[src/hw/rtl/kvpt_pkg.sv]
package kvpt_pkg;

	localparam logic [7:0] SPACE_BYTE = 8'd32;

	// result kinds (m_tuser)
	localparam logic [1:0] K_KEY   = 2'd0;
	localparam logic [1:0] K_VALUE = 2'd1;
	localparam logic [1:0] K_END   = 2'd2;
	localparam logic [1:0] K_ERR   = 2'd3;

	// error codes carried in the payload of an error result
	localparam logic [7:0] E_EMPTY_KEY  = 8'd0;
	localparam logic [7:0] E_NO_DELIM   = 8'd1;
	localparam logic [7:0] E_KEY_LONG   = 8'd2;

	// configuration register indexes
	localparam logic [2:0] R_ITEM_DELIM   = 3'd0;
	localparam logic [2:0] R_KV_DELIM     = 3'd1;
	localparam logic [2:0] R_ESCAPE_BYTE  = 3'd2;
	localparam logic [2:0] R_QUOTE_ENABLE = 3'd3;
	localparam logic [2:0] R_QUOTE_BYTE   = 3'd4;

	typedef enum logic [5:0] {
		PH_KEY       = 6'b000001,
		PH_EXPECT_KV = 6'b000010,
		PH_AFTER_KV  = 6'b000100,
		PH_TRIM      = 6'b001000,
		PH_VALUE     = 6'b010000,
		PH_ERROR     = 6'b100000
	} phase_t;

	typedef enum logic [2:0] {
		SQ_IDLE = 3'b001,
		SQ_KEY  = 3'b010,
		SQ_TAIL = 3'b100
	} seq_t;

endpackage

[src/hw/rtl/key_value_pair_tokenizer_unit.sv]
// Channel  | Signals                                  | Moves
// ---------+------------------------------------------+-------------------------------
// s_       | s_tvalid s_tready s_tdata s_tlast        | text byte, end-of-text flag
// m_       | m_tvalid m_tready m_tdata m_tuser m_tlast | result: payload, kind, run last
// cfg_     | cfg_valid cfg_ready cfg_index cfg_data   | register write request
//
// An input byte is held in one register and decoded while the sequencer is idle; each result
// then passes through the output register, and a byte that gives no result is released at
// decode. A key run reads the key memory one byte a cycle while the m_ side is not stalled.
// Reset clears phase, key length, escape and quote flags and restores the register defaults;
// the key memory is not cleared. A stalled m_ side holds the sequencer, and the next byte
// is taken only when the current one has given all its results to the output register.
module key_value_pair_tokenizer_unit #(
	parameter int MAX_KEY_LEN = 32
) (
	input  logic       clk,
	input  logic       arst_n,
	input  logic       s_tvalid,
	output logic       s_tready,
	input  logic [7:0] s_tdata,   // [7:0] text_byte
	input  logic       s_tlast,   // end_of_text
	output logic       m_tvalid,
	input  logic       m_tready,
	output logic [7:0] m_tdata,   // [7:0] payload
	output logic [1:0] m_tuser,   // [1:0] kind
	output logic       m_tlast,   // run_last
	input  logic       cfg_valid,
	output logic       cfg_ready,
	input  logic [2:0] cfg_index,
	input  logic [7:0] cfg_data
);

	localparam int LW = $clog2(MAX_KEY_LEN + 1);
	localparam int AW = (MAX_KEY_LEN > 1) ? $clog2(MAX_KEY_LEN) : 1;

	// configuration
	logic [7:0] item_delim_q, kv_delim_q, escape_byte_q, quote_byte_q;
	logic       quote_enable_q;

	// parser state
	kvpt_pkg::phase_t phase_q, nx_phase;
	logic [LW-1:0]    key_len_q, nx_len;
	logic             esc_q, nx_esc;
	logic             quote_q, nx_quote;

	// held input item
	logic       have_q;
	logic [7:0] byte_q;
	logic       eot_q;

	// sequencer
	kvpt_pkg::seq_t seq_q;
	logic [AW-1:0]  cnt_q, cnt_d;
	logic [LW-1:0]  burst_len_q;
	logic           t0v_q, t1v_q;
	logic [1:0]     t0_kind_q;
	logic [7:0]     t0_pay_q;

	// key memory
	logic [7:0]    key_mem [MAX_KEY_LEN];
	logic [7:0]    rd_data_q;
	logic          wr_en;

	// decode results
	logic       burst, t0_v, t1_v;
	logic [1:0] t0_kind;
	logic [7:0] t0_pay;

	// output register
	logic       m_tvalid_q, m_tlast_q;
	logic [7:0] m_tdata_q;
	logic [1:0] m_tuser_q;
	logic       out_free;
	logic       decode;
	logic       key_last;

	assign cfg_ready = 1'b1;
	assign s_tready  = !have_q;
	assign m_tvalid  = m_tvalid_q;
	assign m_tdata   = m_tdata_q;
	assign m_tuser   = m_tuser_q;
	assign m_tlast   = m_tlast_q;

	assign out_free = !m_tvalid_q || m_tready;
	assign decode   = have_q && (seq_q == kvpt_pkg::SQ_IDLE);
	// the key length may restart at decode, so the run uses its own copy
	assign key_last = (LW'(cnt_q) == burst_len_q - LW'(1));

	always_ff @(posedge clk or negedge arst_n) begin
		if (!arst_n) begin
			item_delim_q   <= 8'd44;
			kv_delim_q     <= 8'd58;
			escape_byte_q  <= 8'd92;
			quote_enable_q <= 1'b0;
			quote_byte_q   <= 8'd34;
		end else if (cfg_valid && cfg_ready) begin
			unique case (cfg_index)
				kvpt_pkg::R_ITEM_DELIM:   item_delim_q   <= cfg_data;
				kvpt_pkg::R_KV_DELIM:     kv_delim_q     <= cfg_data;
				kvpt_pkg::R_ESCAPE_BYTE:  escape_byte_q  <= cfg_data;
				kvpt_pkg::R_QUOTE_ENABLE: quote_enable_q <= cfg_data[0];
				kvpt_pkg::R_QUOTE_BYTE:   quote_byte_q   <= cfg_data;
				default: ;
			endcase
		end
	end

	// Decode the held byte against the parser state.
	always_comb begin
		logic       err;
		logic [7:0] err_code;
		logic       store;
		logic       restart;
		nx_phase = phase_q;
		nx_len   = key_len_q;
		nx_esc   = esc_q;
		nx_quote = quote_q;
		wr_en    = 1'b0;
		burst    = 1'b0;
		t0_v     = 1'b0;
		t0_kind  = kvpt_pkg::K_END;
		t0_pay   = 8'd0;
		t1_v     = 1'b0;
		err      = 1'b0;
		err_code = kvpt_pkg::E_EMPTY_KEY;
		store    = 1'b0;
		restart  = 1'b0;
		unique case (phase_q)
			kvpt_pkg::PH_KEY: begin
				if (esc_q) begin
					nx_esc = 1'b0;
					store  = 1'b1;
				end else if (quote_enable_q && byte_q == quote_byte_q) begin
					if (quote_q) begin
						nx_quote = 1'b0;
						if (key_len_q == '0) err = 1'b1;
						else nx_phase = kvpt_pkg::PH_EXPECT_KV;
					end else begin
						nx_quote = 1'b1;
					end
				end else if (byte_q == kvpt_pkg::SPACE_BYTE && !quote_q) begin
					nx_len = '0;
				end else if (byte_q == escape_byte_q) begin
					nx_esc = 1'b1;
				end else if (byte_q == kv_delim_q) begin
					if (key_len_q == '0) begin
						err = 1'b1;
					end else if (eot_q) begin
						err      = 1'b1;
						err_code = kvpt_pkg::E_NO_DELIM;
					end else begin
						nx_phase = kvpt_pkg::PH_AFTER_KV;
					end
				end else begin
					store = 1'b1;
				end
				if (store) begin
					if (key_len_q >= LW'(MAX_KEY_LEN)) begin
						err      = 1'b1;
						err_code = kvpt_pkg::E_KEY_LONG;
					end else begin
						wr_en  = 1'b1;
						nx_len = key_len_q + LW'(1);
					end
				end
				if (!err && eot_q && nx_phase != kvpt_pkg::PH_AFTER_KV) begin
					err      = 1'b1;
					err_code = (nx_len == '0) ? kvpt_pkg::E_EMPTY_KEY : kvpt_pkg::E_NO_DELIM;
				end
			end
			kvpt_pkg::PH_EXPECT_KV: begin
				if (byte_q != kv_delim_q || eot_q) begin
					err      = 1'b1;
					err_code = kvpt_pkg::E_NO_DELIM;
				end else begin
					nx_phase = kvpt_pkg::PH_AFTER_KV;
				end
			end
			kvpt_pkg::PH_AFTER_KV, kvpt_pkg::PH_TRIM, kvpt_pkg::PH_VALUE: begin
				burst = (phase_q == kvpt_pkg::PH_AFTER_KV);
				if (byte_q == item_delim_q) begin
					t0_v    = 1'b1;
					restart = 1'b1;
				end else if (phase_q != kvpt_pkg::PH_VALUE
						&& byte_q == kvpt_pkg::SPACE_BYTE) begin
					// drop leading space
					nx_phase = kvpt_pkg::PH_TRIM;
				end else begin
					t0_v     = 1'b1;
					t0_kind  = kvpt_pkg::K_VALUE;
					t0_pay   = byte_q;
					nx_phase = kvpt_pkg::PH_VALUE;
				end
				if (eot_q) begin
					t1_v    = !restart;
					restart = 1'b1;
				end
			end
			kvpt_pkg::PH_ERROR: begin
				restart = eot_q;
			end
			default: ;
		endcase
		if (err) begin
			t0_v     = 1'b1;
			t0_kind  = kvpt_pkg::K_ERR;
			t0_pay   = err_code;
			nx_phase = kvpt_pkg::PH_ERROR;
			restart  = eot_q;
		end
		if (restart) begin
			nx_phase = kvpt_pkg::PH_KEY;
			nx_len   = '0;
			nx_esc   = 1'b0;
			nx_quote = 1'b0;
		end
	end

	// Advance the read address only when a key byte leaves.
	always_comb begin
		cnt_d = cnt_q;
		if (decode) begin
			cnt_d = '0;
		end else if (seq_q == kvpt_pkg::SQ_KEY && out_free && !key_last) begin
			cnt_d = cnt_q + AW'(1);
		end
	end

	always_ff @(posedge clk) begin
		if (decode && wr_en) begin
			key_mem[key_len_q[AW-1:0]] <= byte_q;
		end
		rd_data_q <= key_mem[cnt_d];
	end

	always_ff @(posedge clk) begin
		if (s_tvalid && s_tready) begin
			byte_q <= s_tdata;
			eot_q  <= s_tlast;
		end
		if (decode) begin
			t0_kind_q   <= t0_kind;
			t0_pay_q    <= t0_pay;
			burst_len_q <= key_len_q;
		end
	end

	always_ff @(posedge clk or negedge arst_n) begin
		if (!arst_n) begin
			phase_q    <= kvpt_pkg::PH_KEY;
			key_len_q  <= '0;
			esc_q      <= 1'b0;
			quote_q    <= 1'b0;
			have_q     <= 1'b0;
			seq_q      <= kvpt_pkg::SQ_IDLE;
			cnt_q      <= '0;
			t0v_q      <= 1'b0;
			t1v_q      <= 1'b0;
			m_tvalid_q <= 1'b0;
			m_tdata_q  <= '0;
			m_tuser_q  <= '0;
			m_tlast_q  <= 1'b0;
		end else begin
			cnt_q <= cnt_d;
			// a busy sequencer reloads the output register whenever it drains
			if (m_tready && seq_q == kvpt_pkg::SQ_IDLE) m_tvalid_q <= 1'b0;
			if (s_tvalid && s_tready) have_q <= 1'b1;
			unique case (seq_q)
				kvpt_pkg::SQ_IDLE: begin
					if (decode) begin
						phase_q   <= nx_phase;
						key_len_q <= nx_len;
						esc_q     <= nx_esc;
						quote_q   <= nx_quote;
						t0v_q     <= t0_v;
						t1v_q     <= t1_v;
						if (burst) seq_q <= kvpt_pkg::SQ_KEY;
						else if (t0_v || t1_v) seq_q <= kvpt_pkg::SQ_TAIL;
						else have_q <= 1'b0;
					end
				end
				kvpt_pkg::SQ_KEY: begin
					if (out_free) begin
						m_tvalid_q <= 1'b1;
						m_tdata_q  <= rd_data_q;
						m_tuser_q  <= kvpt_pkg::K_KEY;
						m_tlast_q  <= key_last && !t0v_q && !t1v_q;
						if (key_last) begin
							if (t0v_q || t1v_q) begin
								seq_q <= kvpt_pkg::SQ_TAIL;
							end else begin
								seq_q  <= kvpt_pkg::SQ_IDLE;
								have_q <= 1'b0;
							end
						end
					end
				end
				kvpt_pkg::SQ_TAIL: begin
					if (out_free) begin
						m_tvalid_q <= 1'b1;
						if (t0v_q) begin
							m_tdata_q <= t0_pay_q;
							m_tuser_q <= t0_kind_q;
							m_tlast_q <= !t1v_q;
							t0v_q     <= 1'b0;
						end else begin
							m_tdata_q <= 8'd0;
							m_tuser_q <= kvpt_pkg::K_END;
							m_tlast_q <= 1'b1;
							t1v_q     <= 1'b0;
						end
						if (!(t0v_q && t1v_q)) begin
							seq_q  <= kvpt_pkg::SQ_IDLE;
							have_q <= 1'b0;
						end
					end
				end
				default: seq_q <= kvpt_pkg::SQ_IDLE;
			endcase
		end
	end

	a_busy_holds_item: assert property (@(posedge clk) disable iff (!arst_n)
		seq_q != kvpt_pkg::SQ_IDLE |-> have_q)
		else $error("sequencer busy without a held byte");

	a_key_len_bound: assert property (@(posedge clk) disable iff (!arst_n)
		key_len_q <= LW'(MAX_KEY_LEN))
		else $error("key length beyond the key memory");

	a_after_kv_nonempty: assert property (@(posedge clk) disable iff (!arst_n)
		phase_q == kvpt_pkg::PH_AFTER_KV |-> key_len_q != '0)
		else $error("delimiter accepted with an empty key");

	a_err_ends_run: assert property (@(posedge clk) disable iff (!arst_n)
		m_tvalid && m_tuser == kvpt_pkg::K_ERR |-> m_tlast)
		else $error("error result not last of its run");

endmodule
[config.mk]
export PLATFORM = sky130hd
export DESIGN_NAME = key_value_pair_tokenizer_unit
export DESIGN_NICKNAME = d
export VERILOG_FILES = /design/src/hw/rtl/kvpt_pkg.sv /design/src/hw/rtl/key_value_pair_tokenizer_unit.sv
export SDC_FILE = /design/constraint.sdc
export NUM_CORES = 1
export LEC_CHECK = 0
export ABC_AREA = 0
export BUFFER_PORTS_ARGS = -buffer_cell sky130_fd_sc_hd__buf_2
export CORE_MARGIN = 10
export CORE_UTILIZATION = 41
export CTS_CLUSTER_SIZE = 28
export DETAILED_ROUTE_END_ITERATION = 8
export PLACE_DENSITY_LB_ADDON = 0.25
export SYNTH_ARGS = -nofsm -noshare
export SYNTH_HDL_FRONTEND = slang
export SYNTH_SLANG_ARGS = --single-unit
[constraint.sdc]
create_clock -name clk -period 4.15 [get_ports clk]
set_clock_uncertainty 0.2 [all_clocks]
set_input_delay 0.6225 -clock clk [delete_from_list [all_inputs] [get_ports clk]]
set_output_delay 0.6225 -clock clk [all_outputs]
set_load 0.005 [all_outputs]
==> results.ini, run 1 <==
[setup_path]
crit_start=burst_len_q[0]$_DFFE_PP_
slowest_delay_ns=0.50
cp-end-kind=flop
critPathTopFamily=simple AND/OR/NAND/NOR gates
cp_cell_sequence=inv_1 -> ha_1 -> nor3b_1 -> o211ai_1 -> nor4_4 -> a21boi_4 -> buf_4 -> xnor2_4 -> buf_4 -> mux2i_1 -> nand2_1 -> a31oi_1 -> o311a_1 -> a21oi_1
arrival_ns=4.08
rr_startpoint=burst_len_q[0]$_DFFE_PP_
critPathMostFrequentCell=buf_4
reg2reg_slack_ns=0.25
reg2reg_to=rd_data_q[4]$_DFF_P_
path_buf_inv=3
reg2reg_depth=14
crit_cells=14
worstSetupPathType=reg -> reg
crit_end=rd_data_q[4]$_DFF_P_
cp_max_fo=11
start_kind=flop
cp_slowest_cell=xnor2_4
required_ns=4.33

[drt]
finalWirelength_mm=39.3
drt_iter0_drc=821
ant_nets=0
route.detailed.drc=0
avgRoutedWirePerCell_um=21.6
vias_per_cell=5.53
first_pass_iters=5
routed-via-count=10060

[run]
cap_viol_max_count=0

[layout]
syn2layout_area_growth_pct=14.9
n_antenna_cell=0
layout.nets=1311
instances_no_fill=1819
drive_above_1_share=0.188
final_core_util=0.477
nFillCells=3308

[power_and_ir_drop]
p_sw_mw=1.97
swShare=0.234
seqPwrFrac=0.512
p_int_mw=6.43
p_leak_nw=6.28
combinationalPowerShare=0.082
power.density_nw_per_um2=467
ir_drop_mv=0.347
clock_power_share=0.406

[clock_network]
clk_pin_slew_ns=0.06
insertion_delay_ns=0.54
cts_buffer_depth=3
cts_root_buffer=clkbuf_16
cts_num_sinks=359
cts_buffers=38
h-tree-depth=2
tritoncts=yes

[global_route]
grt_pass1_vias=10134
grt_max_degree=63
grt_overflow=0
antenna_found_initial=1
grt_pass1_wl_mm=60.9
grt_use_total=0.167

[sta]
grt_setup_unrepaired=no
relSlewSlack=0.222
setup_tns_ns=0
slew_violations=0
tightest_slew_ns=1.16
hold_viol=0
min_period_ns=3.90
fmax_mhz=257
timing.final.crit_share=0.939
finalSetupViolCount=0

[die]
ios=39
core.rowCount=71
die_area_um2=46400
coreArea_um2=37700
dieWidth_um=215
initial_utilization=0.416
die_height_um=215

[synth]
avgSynthCellArea_um2=13.1
seq_area_frac_synth=0.662
syn_inst=1196
synth_area_um2=15700
synth_ff_type=edfxtp_1
synth_edf_count=281
ys_types=83
syn_nets=1227
ys_seq_elements=359
synthArstFlopShare=0.195
ys_warn_count=0

[status]
status=finished clean

[placed_design]
gp_congestion=0.883
post-dp-hpwl_mm=25.9
portBuffers=37
place_inst=1750

[hold_path]
hp-class=in -> reg
holdPathStages=1

sequential cells by signal (all words and copies together) (netlist names), 2 cells and up:
register,cells
seq_q,3
byte_q,8
escape_byte_q,8
t0_pay_q,8
rd_data_q,8
phase_q,6
burst_len_q,6
item_delim_q,8
m_tuser,2
m_tdata,8
key_mem,256
cnt_q,5
key_len_q,6
quote_byte_q,8
kv_delim_q,8
t0_kind_q,2
worst register-to-register path, cell delays in order (launching register included):
cell and delay [ns]:
edfxtp_1 0.42, inv_1 0.08, ha_1 0.22, nor3b_1 0.21, o211ai_1 0.14, nor4_4 0.48, a21boi_4 0.10, buf_4 0.20
xnor2_4 0.50, buf_4 0.29, mux2i_1 0.25, nand2_1 0.12, a31oi_1 0.18, o311a_1 0.25, a21oi_1 0.09
power groups by stage:
stage / Combinational, mW / Clock, mW / Sequential, mW
2_1_floorplan: 0.411 / 0 / 4.36
3_3_place_gp: 0.678 / 0 / 4.37
3_5_place_dp: 0.688 / 0 / 4.37
4_1_cts: 0.692 / 3.48 / 4.30
5_1_grt: 0.755 / 3.64 / 4.32
6_report: 0.686 / 3.41 / 4.30
cells by family after synthesis:
group | synth area share
multiplexers | 0.0753
other | 0.000240
adder cells (fa/ha/maj) | 0.00480
AND/OR/NAND/NOR | 0.120
flip-flops | 0.662
XOR/XNOR | 0.0253
buffers and inverters | 0.0265
AO/OA/AOI/OAI | 0.0855
how the worst min path moves through the flow:
stage | from | endpoint
2_1_floorplan | arst_n | cnt_q[0]$_DFF_PN0_
3_3_place_gp | rd_data_q[6]$_DFF_P_ | m_tdata[6]$_DFFE_PN0P_
3_5_place_dp | rd_data_q[4]$_DFF_P_ | m_tdata[4]$_DFFE_PN0P_
4_1_cts | s_tdata[2] | byte_q[2]$_DFFE_PP_
5_1_grt | s_tdata[2] | byte_q[2]$_DFFE_PP_
6_report | s_tdata[2] | byte_q[2]$_DFFE_PP_
layer usage:
| layer | share of wire | global-route usage | vias up |
|---|---|---|---|
| met4 | 0.026 | 0.0535 | 0 |
| li1 | - | - | 4671 |
| met2 | 0.47 | 0.264 | 333 |
| met3 | 0.070 | 0.0308 | 73 |
| met1 | 0.44 | 0.228 | 4983 |
| met5 | 0 | 0 | - |
area by class of cell:
cell class	instances	area [um2]	area share
repair buffers	108	746	0.0415
clock buffers	48	998	0.0555
flip-flops and latches	359	10400	0.577
multi-input cells	749	4890	0.272
clock inverters	20	246	0.0137
inverters	24	95.1	0.00529
well taps	511	639	0.0356
synth_stat cells (all sizes together) (24+ instances only):
master	n	area (um2)
xnor2	29	273
a221oi	26	246
o21ai	33	165
nor2	84	325
a31oi	43	269
buf	37	221
a21oi	36	184
inv	24	92.6
dfrtp	55	1380
edfxtp	281	8440
nand2	159	607
nand3	55	275
mux2	37	424
mux2i	75	754
clkbuf	27	101
cells in the final DEF, fill, tap and decap left out, types with 8 or more instances in the layout:
| master | netlist | final |
|---|---|---|
| o21ai_0 | 30 | 30 |
| nand2_1 | 157 | 157 |
| nor3_1 | 13 | 12 |
| edfxtp_1 | 281 | 281 |
| a31oi_1 | 43 | 43 |
| dfstp_2 | 15 | 15 |
| a21oi_1 | 35 | 34 |
| mux2i_1 | 74 | 74 |
| mux2_2 | 35 | 35 |
| clkbuf_16 | 0 | 38 |
| clkbuf_1 | 27 | 9 |
| xor2_1 | 14 | 14 |
| nand4_1 | 16 | 16 |
| buf_2 | 24 | 37 |
| a221oi_1 | 23 | 22 |
| nand3_1 | 55 | 55 |
| dfxtp_1 | 8 | 8 |
| buf_4 | 6 | 68 |
| dfrtp_1 | 55 | 55 |
| inv_1 | 21 | 21 |
| nor2_1 | 82 | 82 |
| xnor2_1 | 28 | 28 |
| and3_1 | 8 | 8 |
what timing repair did:
item	in CTS	in global routing
gates resized for setup	1	3
setup buffers	0	0
endpoints found under the hold margin	22	0
setup endpoints to repair	1	8
hold buffers	1	0
per-stage QoR:
stage / setup WS, ns / instance area, um2 / hold slack (ns) / total power [mW]
2_1_floorplan: 0.654 / 15700 / 0.127 / 4.77
3_3_place_gp: 0.0459 / 16700 / 0.260 / 5.05
3_5_place_dp: -0.0293 / 16700 / 0.270 / 5.06
4_1_cts: 0.0357 / 18000 / 0.0421 / 8.48
5_1_grt: 0.0199 / 18000 / 0.0462 / 8.71
6_report: 0.253 / 18000 / 0.0665 / 8.40
No activity file was read; power rests on OpenSTA's default activity.
==> run 2: changes to the inputs <==
--- a/config.mk
+++ b/config.mk
@@ -11,6 +11,7 @@
 export CORE_UTILIZATION = 41
 export CTS_CLUSTER_SIZE = 28
 export DETAILED_ROUTE_END_ITERATION = 8
+export HOLD_SLACK_MARGIN = 0.15
 export PLACE_DENSITY_LB_ADDON = 0.25
 export SYNTH_ARGS = -nofsm -noshare
 export SYNTH_HDL_FRONTEND = slang
==> run 2 against run 1 <==
  * Sequential share of layout area decreased by 0.38 points
  * Clock-buffer cell count unchanged
  * Register-to-register slack improved by 0.02 ns
  * Die area unchanged
  * Cell count increased by 0.66%
  * Via count increased by 0.63%
  * Utilization increased by 0.32 points
  * Non-clock buffer count increased by 12
  * Global-route usage increased by 0.061 points
  * Setup slack improved by 0.015 ns
  * Critical path depth decreased by 1
==> results.ini, run 2 (same netlist as run 1, synthesis figures left out) <==
[layout]
syn2layout_area_growth_pct=15.7
final_common_cell=edfxtp_1
n_antenna_cell=0
largest_register_ffs=256
final_cell_mix=edfxtp_1 (281), nand2_1 (157), nor2_1 (82)
drive_above_1_share=0.186
layout.nets=1323

[die]
dieWidth_um=215
ios=39
coreArea_um2=37700
die_area_um2=46400
die_height_um=215
core.rowCount=71
initial_utilization=0.416

[sta]
min_period_ns=3.88
relSlewSlack=0.220
hold_viol=0
slew_violations=0
layout_setup_ws_ns=0.268
timing.final.crit_share=0.935
fmax_mhz=258
tightest_slew_ns=1.17
grt_setup_unrepaired=no
finalSetupViolCount=0
hold_slack_ns=0.172

[setup_path]
start_kind=flop
cp-end-kind=flop
worstSetupPathType=reg -> reg
cp_max_fo=23
required_ns=4.39
arrival_ns=4.12

[global_route]
grt_use_total=0.167
antenna_found_initial=1
grt_max_degree=63
grt_pass1_vias=10205
grt_pass1_wl_mm=61.1
grt_overflow=0

[run]
cap_viol_max_count=0

[placed_design]
portBuffers=37
dp_slack_ns=-0.0293
post-dp-hpwl_mm=25.9
gp_congestion=0.883

[power_and_ir_drop]
p_leak_nw=6.33
ir_drop_mv=0.351
power.density_nw_per_um2=465

[status]
status=finished clean

[clock_network]
cts_buffer_depth=3
tritoncts=yes
clk_pin_slew_ns=0.06
post-cts-setup-buffers=0
cts_root_buffer=clkbuf_16
cts_buffers=38
h-tree-depth=2
cts_num_sinks=359
insertion_delay_ns=0.54

[drt]
drt_iter0_drc=824
first_pass_iters=6
route.detailed.drc=0
avgRoutedWirePerCell_um=21.5
vias_per_cell=5.53
ant_nets=0
finalWirelength_mm=39.4
routed-via-count=10123

[hold_path]
hp-class=in -> reg

## run 2: worst max-delay path, stage by stage (launching register included)
cell      delay, ns
edfxtp_1       0.42
inv_1          0.08
ha_1           0.22
nor3b_1        0.20
o211ai_1       0.14
nor4_4         0.47
a21boi_4       0.10
buf_4          0.20
mux2_4         0.38
and2_4         0.29
a221oi_2       0.41
a31oi_1        0.07
o311a_1        0.37
a21oi_1        0.22
## run 2: per-stage QoR
step | TNS (ns) | util | instances | cell area, um2 | power (mW)
6_report | 0 | 0.481 | 1831 | 18100 | 8.42
5_1_grt | 0 | 0.481 | 1831 | 18100 | 8.72
4_1_cts | 0 | 0.480 | 1831 | 18100 | 8.48
3_5_place_dp | -0.0293 | 0.444 | 1750 | 16700 | 5.06
3_3_place_gp | 0 | 0.444 | 1750 | 16700 | 5.05
2_1_floorplan | 0 | - | 1196 | 15700 | 4.77
## run 2: repair_timing
item                       CTS  global route
resized for setup            1             3
setup endpoints to repair    1             8
hold endpoints to repair    36             0
hold buffers                13             0
pin swaps                    0             0
## run 2: power by group
group	total, mW	leakage (nW)	internal, mW	switching [mW]
Clock	3.42	0.611	2.03	1.39
Sequential	4.30	3.45	4.16	0.142
Combinational	0.697	2.27	0.258	0.439
## run 2: metal layers
layer,vias up,part of all wire,global-route usage
met5,-,0,0
met3,66,0.070,0.0299
met1,5018,0.44,0.229
li1,4700,-,-
met4,0,0.025,0.0535
met2,339,0.47,0.266
## run 2: final timing paths
| path | to | depth (start not counted) | slack, ns | start |
|---|---|---|---|---|
| max reg2reg | rd_data_q[4]$_DFF_P_ | 13 | 0.27 | burst_len_q[0]$_DFFE_PP_ |
| min reg2reg | m_tdata[4]$_DFFE_PN0P_ | 2 | 0.27 | rd_data_q[4]$_DFF_P_ |
| min | quote_byte_q[5]$_DFFE_PN1P_ | 2 | 0.17 | cfg_data[5] |
| max in group asynchronous | item_delim_q[2]$_DFFE_PN1P_ | 3 | 2.40 | arst_n |
| max | rd_data_q[4]$_DFF_P_ | 13 | 0.27 | burst_len_q[0]$_DFFE_PP_ |
| min in group asynchronous | m_tuser[0]$_DFFE_PN0P_ | 2 | 0.49 | arst_n |
## run 2: cell type report
type                    count  area, um2
fillers                  3292      19600
flip-flops and latches    359      10400
multi-input cells         749       4890
clock buffers              48        998
repair buffers            120        866
well taps                 511        639
clock inverters            20        246
inverters                  24       95.1
